===== config.mk =====
export PLATFORM = sky130hd
export DESIGN_NAME = modular_exponentiation
export DESIGN_NICKNAME = d
export VERILOG_FILES = /design/src/mexp_pkg.sv /design/src/modular_exponentiation.sv /design/src/mexp_mulmod.sv
export SDC_FILE = /design/constraint.sdc
export NUM_CORES = 1
export LEC_CHECK = 0
export ABC_AREA = 1
export BUFFER_PORTS_ARGS = -buffer_cell sky130_fd_sc_hd__buf_2
export CAP_MARGIN = 20
export CORE_MARGIN = 2
export CORE_UTILIZATION = 35
export DETAILED_ROUTE_END_ITERATION = 12
export GPL_ROUTABILITY_DRIVEN = 0
export PLACE_DENSITY = 0.64
export SYNTH_ARGS = -nofsm -noshare
export SYNTH_HDL_FRONTEND = slang
export SYNTH_SLANG_ARGS = --single-unit

===== constraint.sdc =====
create_clock -name clk -period 3.8 [get_ports clk]
set_input_delay 0.76 -clock clk [delete_from_list [all_inputs] [get_ports clk]]
set_output_delay 0.76 -clock clk [all_outputs]
set_load 0.02 [all_outputs]

===== src/mexp_pkg.sv =====
// shared types and constants for the modular exponentiation block
`timescale 1ns / 1ps

package mexp_pkg;

  localparam int WIDTH = 32;
  // modulus width: a zero modulus stands for 2^WIDTH
  localparam int MW    = WIDTH + 1;
  // width of the partial sum 2r + b before reduction
  localparam int TW    = WIDTH + 3;
  localparam int CNT_W = $clog2(WIDTH);

  typedef enum logic [2:0] {
    ST_IDLE,
    ST_RED,
    ST_STEP,
    ST_MUL,
    ST_SQR,
    ST_FIN
  } state_t;

  typedef struct packed {
    logic             start;
    logic [WIDTH-1:0] a;
    logic [MW-1:0]    b;
    logic [MW-1:0]    m;
  } mm_req_t;

  typedef struct packed {
    logic          done;
    logic [MW-1:0] res;
  } mm_rsp_t;

endpackage


===== src/modular_exponentiation.sv =====
// modular exponentiation top level: square-and-multiply sequencer around a shared mulmod
`timescale 1ns / 1ps

// channel   direction  signals                         role
// in_       input      in_valid in_ready in_base       base and exponent, one beat per item
//                      in_exponent
// out_      output     out_valid out_ready out_result  base^exponent mod modulus
// cfg_      input      cfg_we cfg_wdata                modulus register write, no read-back
//
// one beat takes one modular multiply to reduce the base, then one multiply per set
// exponent bit and one squaring per bit below the top set bit, all on the single
// bit-serial mulmod unit, plus a pass through the step state for each exponent bit up
// to the top set bit, and the accept and hand-off states
// a zero exponent skips the mulmod unit and gives result 1
// synchronous active-low reset sets the modulus to all ones and empties the output
// in_ready is high only while the sequencer is idle; a finished result waits in the
// sequencer until the output register is free, and out_result holds while stalled

module modular_exponentiation (
  input  logic                       clk,
  input  logic                       rst_n,
  input  logic                       in_valid,
  output logic                       in_ready,
  input  logic [mexp_pkg::WIDTH-1:0] in_base,
  input  logic [mexp_pkg::WIDTH-1:0] in_exponent,
  output logic                       out_valid,
  input  logic                       out_ready,
  output logic [mexp_pkg::WIDTH-1:0] out_result,
  input  logic                       cfg_we,
  input  logic [mexp_pkg::WIDTH-1:0] cfg_wdata
);

  mexp_pkg::state_t           state_r, state_nxt;
  logic [mexp_pkg::WIDTH-1:0] mod_r;
  logic [mexp_pkg::WIDTH-1:0] exp_r, exp_nxt;
  logic [mexp_pkg::MW-1:0]    acc_r, acc_nxt;
  logic [mexp_pkg::MW-1:0]    sq_r, sq_nxt;
  logic [mexp_pkg::WIDTH-1:0] out_r, out_nxt;
  logic                       out_valid_r, out_valid_nxt;
  logic [mexp_pkg::MW-1:0]    m_eff;
  logic [mexp_pkg::MW-1:0]    one_red;
  logic [mexp_pkg::WIDTH-1:0] exp_shift;
  logic                       accept;
  logic                       out_free;
  mexp_pkg::mm_req_t          req;
  mexp_pkg::mm_rsp_t          rsp;

  // zero modulus means 2^WIDTH
  assign m_eff     = {(mod_r == '0), mod_r};
  // 1 reduced by the modulus, used to reduce the raw base
  assign one_red   = (m_eff == mexp_pkg::MW'(1)) ? '0 : mexp_pkg::MW'(1);
  assign exp_shift = {1'b0, exp_r[mexp_pkg::WIDTH-1:1]};
  assign in_ready  = (state_r == mexp_pkg::ST_IDLE);
  assign accept    = in_valid && in_ready;
  assign out_free  = !out_valid_r || out_ready;

  mexp_mulmod u_mulmod (
    .clk   (clk),
    .rst_n (rst_n),
    .req   (req),
    .rsp   (rsp)
  );

  // next state
  always_comb begin
    state_nxt = state_r;
    unique case (state_r)
      mexp_pkg::ST_IDLE: begin
        if (in_valid) begin
          state_nxt = (in_exponent == '0) ? mexp_pkg::ST_FIN : mexp_pkg::ST_RED;
        end
      end
      mexp_pkg::ST_RED: begin
        if (rsp.done) state_nxt = mexp_pkg::ST_STEP;
      end
      mexp_pkg::ST_STEP: begin
        state_nxt = exp_r[0] ? mexp_pkg::ST_MUL : mexp_pkg::ST_SQR;
      end
      mexp_pkg::ST_MUL: begin
        if (rsp.done) begin
          state_nxt = (exp_shift != '0) ? mexp_pkg::ST_SQR : mexp_pkg::ST_FIN;
        end
      end
      mexp_pkg::ST_SQR: begin
        if (rsp.done) state_nxt = mexp_pkg::ST_STEP;
      end
      mexp_pkg::ST_FIN: begin
        if (out_free) state_nxt = mexp_pkg::ST_IDLE;
      end
      default: state_nxt = mexp_pkg::ST_IDLE;
    endcase
  end

  // datapath and mulmod requests
  always_comb begin
    req.start     = 1'b0;
    req.a         = acc_r[mexp_pkg::WIDTH-1:0];
    req.b         = sq_r;
    req.m         = m_eff;
    exp_nxt       = exp_r;
    acc_nxt       = acc_r;
    sq_nxt        = sq_r;
    out_nxt       = out_r;
    out_valid_nxt = out_valid_r;
    if (out_valid_r && out_ready) out_valid_nxt = 1'b0;
    unique case (state_r)
      mexp_pkg::ST_IDLE: begin
        if (accept) begin
          exp_nxt = in_exponent;
          acc_nxt = mexp_pkg::MW'(1);
          if (in_exponent != '0) begin
            req.start = 1'b1;
            req.a     = in_base;
            req.b     = one_red;
          end
        end
      end
      mexp_pkg::ST_RED: begin
        if (rsp.done) sq_nxt = rsp.res;
      end
      mexp_pkg::ST_STEP: begin
        req.start = 1'b1;
        if (exp_r[0]) begin
          // acc * sq
          req.a = acc_r[mexp_pkg::WIDTH-1:0];
        end else begin
          // even bit: square only
          exp_nxt = exp_shift;
          req.a   = sq_r[mexp_pkg::WIDTH-1:0];
        end
      end
      mexp_pkg::ST_MUL: begin
        if (rsp.done) begin
          acc_nxt = rsp.res;
          exp_nxt = exp_shift;
          if (exp_shift != '0) begin
            req.start = 1'b1;
            req.a     = sq_r[mexp_pkg::WIDTH-1:0];
          end
        end
      end
      mexp_pkg::ST_SQR: begin
        if (rsp.done) sq_nxt = rsp.res;
      end
      mexp_pkg::ST_FIN: begin
        if (out_free) begin
          out_nxt       = acc_r[mexp_pkg::WIDTH-1:0];
          out_valid_nxt = 1'b1;
        end
      end
      default: ;
    endcase
  end

  always_ff @(posedge clk) begin
    if (!rst_n) begin
      state_r     <= mexp_pkg::ST_IDLE;
      out_valid_r <= 1'b0;
      mod_r       <= '1;
    end else begin
      state_r     <= state_nxt;
      out_valid_r <= out_valid_nxt;
      if (cfg_we) mod_r <= cfg_wdata;
    end
    exp_r <= exp_nxt;
    acc_r <= acc_nxt;
    sq_r  <= sq_nxt;
    out_r <= out_nxt;
  end

  assign out_valid  = out_valid_r;
  assign out_result = out_r;

endmodule


===== src/mexp_mulmod.sv =====
// bit-serial interleaved modular multiplier, one bit of a per cycle
`timescale 1ns / 1ps

module mexp_mulmod (
  input  logic              clk,
  input  logic              rst_n,
  input  mexp_pkg::mm_req_t req,
  output mexp_pkg::mm_rsp_t rsp
);

  logic                               busy_r, busy_nxt;
  logic                               done_r, done_nxt;
  logic [mexp_pkg::CNT_W-1:0]         cnt_r, cnt_nxt;
  logic [mexp_pkg::WIDTH-1:0]         a_r, a_nxt;
  logic [mexp_pkg::MW-1:0]            b_r, b_nxt;
  logic [mexp_pkg::MW-1:0]            r_r, r_nxt;
  logic [mexp_pkg::TW-1:0]            t;
  logic [mexp_pkg::TW:0]              d1;
  logic [mexp_pkg::TW:0]              d2;
  logic [mexp_pkg::MW-1:0]            r_step;

  // t = 2r + bit*b, below 3m; pick t, t-m or t-2m
  always_comb begin
    t  = {1'b0, r_r, 1'b0} + (a_r[mexp_pkg::WIDTH-1] ? {2'b00, b_r} : '0);
    d1 = {1'b0, t} - {3'b000, req.m};
    d2 = {1'b0, t} - {2'b00, req.m, 1'b0};
    if (!d2[mexp_pkg::TW]) begin
      r_step = d2[mexp_pkg::MW-1:0];
    end else if (!d1[mexp_pkg::TW]) begin
      r_step = d1[mexp_pkg::MW-1:0];
    end else begin
      r_step = t[mexp_pkg::MW-1:0];
    end
  end

  always_comb begin
    busy_nxt = busy_r;
    done_nxt = 1'b0;
    cnt_nxt  = cnt_r;
    a_nxt    = a_r;
    b_nxt    = b_r;
    r_nxt    = r_r;
    if (req.start) begin
      busy_nxt = 1'b1;
      cnt_nxt  = mexp_pkg::CNT_W'(mexp_pkg::WIDTH - 1);
      a_nxt    = req.a;
      b_nxt    = req.b;
      r_nxt    = '0;
    end else if (busy_r) begin
      a_nxt   = {a_r[mexp_pkg::WIDTH-2:0], 1'b0};
      r_nxt   = r_step;
      cnt_nxt = cnt_r - 1'b1;
      if (cnt_r == '0) begin
        busy_nxt = 1'b0;
        done_nxt = 1'b1;
      end
    end
  end

  always_ff @(posedge clk) begin
    if (!rst_n) begin
      busy_r <= 1'b0;
      done_r <= 1'b0;
    end else begin
      busy_r <= busy_nxt;
      done_r <= done_nxt;
    end
    cnt_r <= cnt_nxt;
    a_r   <= a_nxt;
    b_r   <= b_nxt;
    r_r   <= r_nxt;
  end

  assign rsp.done = done_r;
  assign rsp.res  = r_r;

endmodule


==> impl_metrics.toml <==
[global_routing]
grt_overflow_total = 0
track_usage_pct = 22.8
antenna_found_initial = 2
grt_pass1_vias = 18300
grt_max_degree = 100
grt_pass1_wl_mm = 97.9

[logic_synthesis]
yosys.area.top_type = "edfxtp_1"
synth.net_count = 2714
ys_ff_latch = 270
synthTopCellsByCount = "nand2_1 (572), inv_1 (408), nor2_1 (341), edfxtp_1 (194), a21oi_1 (184)"
yosys_warnings = 0
async_reset_ff_share_pct = 0
synth.top_cell.area_share_pct = 31.7
yosysSeqAreaShare_pct = 40.0
netlist_top_cells_area = "edfxtp_1 (32%), nand2_1 (12%), inv_1 (8.3%)"
synthFlopType = "edfxtp_1"
synth.distinct_cells = 47
syn_area_um2 = 18400
synth_most_common_cell = "nand2_1"
synth_edf_count = 194
synth.avg_cell_area_um2 = 7.32
syn_inst = 2511

[drt]
dr_total_vias = 19200
routed_wl_mm = 64.4
ant_nets = 0
wl_per_cell_um = 17.0
firstDrtPassIters = 5
viasPerCell = 5.06
route.detailed.drc = 0
drt_iter0_drc = 1604

[final_layout]
layout-drive-gt1-share_pct = 36.8
syn_to_final_growth_pct = 47.0
design_area_um2 = 27000
final_net_count = 3285

[clock_tree]
cts-root-buf = "clkbuf_16"
cts_buffers = 30
clock_sinks = 270
worstSkewPairLatency_ns = 0.62
cts_tree = "yes"
ctsHoldBuffers = 0
htreeDepth = 1
clockBufferDepth = 3
path_clk_slew_ns = 0.07

[placed_design]
dp_hpwl_mm = 45.5
place_area_um2 = 22800
io_buffers = 134

[timing]
setup_ws_ns = -0.451
max_freq_mhz = 235
worst_slew_pin_slew_ns = 1.03
fin_crit_ns = 4.25
skew_ns = 0.0343
rsz0062_at_grt = "yes"
period_share_pct = 112
slew_violations = 0
timing.slew.headroom_pct = 31.6
setup_viol = 33
hold_violations = 0

[critical_path]
reg2reg_from = "u_mulmod.a_r[31]"
worstRegToRegCells = 34
cp.arrival_ns = 4.73
cp-startpoint = "u_mulmod.a_r[31]"
endpoint = "u_mulmod.r_r[10]"
worstSetupStartpointType = "flip-flop"
end_kind = "flip-flop"
crit_fanout = 6
reg2reg_setup_slack_ns = -0.45
cp_slowest_stage_delay_ns = 0.39
required_ns = 4.28
crit_path_top_delay_cell = "edfxtp_1"
r2r_end = "u_mulmod.r_r[10]"
crit_type = "flip-flop to flip-flop"
cpMostUsedCell = "nand2_4"

[floorplan]
io-pin-count = 135
die_h_um = 233
core_um2 = 51600
die_area_um2 = 54300
die_x_um = 233
initial_core_util_pct = 35.6
std_cell_rows = 83

[pwr]
max-vdd-ir-drop_uv = 628
totalPowerFinal_uw = 29400
leakage_uw = 0.0128
power_density_nw_per_um2 = 1090

[flow_run]
cap_violations = 0

[status]
violations = "negative setup slack"
outcome = "complete, but fails checks"

[hold_path]
hp-class = "primary input to flip-flop"
[sequential cells by signal (all words and copies together), names as in the netlist]
name	count
u_mulmod.a_r	32
exp_r	32
u_mulmod.b_r	33
out_valid	1
mod_r	32
sq_r	33
u_mulmod.busy_r	1
out_result	32
u_mulmod.done_r	1
acc_r	32
u_mulmod.cnt_r	5
u_mulmod.r_r	33
state_r	3
[layout make-up]
cell class                      instances  area [um2]
Fill cell                            4611       24600
Clock inverter                         22         272
Sequential cell                       270        7350
Tap cell                              680         851
Antenna cell                            1        2.50
Timing Repair Buffer                  604        4580
Clock buffer                           34         786
Multi-Input combinational cell       1761       11600
Inverter                              415        1600
[where the power goes]
part	switching [uW]	internal [uW]	leakage [uW]
sequential	514	4330	0.00249
combinational	11900	9500	0.00978
clock	1290	1840	0.000516
total	13700	15700	0.0128
[worst min-delay path by stage]
| stage | from | depth (start not counted) | to |
|---|---|---|---|
| final | cfg_wdata[19] | 3 | mod_r[19] |
| after global routing | cfg_wdata[16] | 3 | mod_r[16] |
| after CTS | cfg_wdata[19] | 3 | mod_r[19] |
| after detailed placement | acc_r[4] | 0 | out_result[4] |
| after global placement | acc_r[1] | 0 | out_result[1] |
| after floorplan | acc_r[10] | 0 | out_result[10] |
[worst max-delay path: cells and delay by family, from the launching register on]
kind | cells | cell delay (ns)
fa+ha+maj | 2 | 0.54
simple gates | 21 | 2.10
buf+inv | 10 | 1.03
compound gates | 1 | 0.06
flops | 1 | 0.39
[cell families after synthesis]
group,after synthesis,synth area share (%)
adder cells (fa/ha/maj),102,7.07
AO/OA/AOI/OAI,393,11.9
XOR/XNOR,58,2.76
flip-flops,270,40.0
AND/OR/NAND/NOR,1207,27.9
buffers and inverters,481,10.4
[per-stage QoR]
stage | util (%) | hold slack [ns] | instances | setup WS [ns] | setup TNS, ns
2_1_floorplan | - | 0.426 | 2511 | -0.000297 | -0.000297
3_3_place_gp | 44.1 | 0.430 | 3663 | -0.546 | -15.08
3_5_place_dp | 44.2 | 0.434 | 3664 | -0.586 | -17.12
4_1_cts | 50.5 | 0.339 | 3774 | -0.273 | -7.64
5_1_grt | 52.3 | 0.364 | 3787 | -0.612 | -18.26
6_report | 52.3 | 0.358 | 3787 | -0.451 | -12.48
[metal layers]
metal,GRT usage [%],vias to the layer above,share of wire [%]
li1,-,9289,-
met5,0,-,0
met3,3.96,125,8.1
met4,6.75,0,3.3
met2,36.1,790,44
met1,31.8,8955,44
[cell usage in the layout, fill, tap and decap left out, types with 23 or more instances in the layout]
cell type	n
o21ai_0	113
inv_2	33
nand3_1	114
a21oi_2	57
nor2_1	309
ha_4	67
inv_1	368
nor2_4	24
buf_4	427
xor2_1	30
nand2_2	100
a21oi_1	131
o21bai_1	23
nand2_4	44
clkbuf_16	31
buf_2	134
dfxtp_1	76
nand2_1	449
nand3_2	43
ha_1	30
edfxtp_1	194
[timing repair]
action                                  CTS  global route
resized for setup                       362           203
cloned                                    8             1
pin swaps                                75           103
setup buffers                            46            16
endpoints found under the setup margin   33            33
No activity file was read; power rests on OpenSTA's default activity.
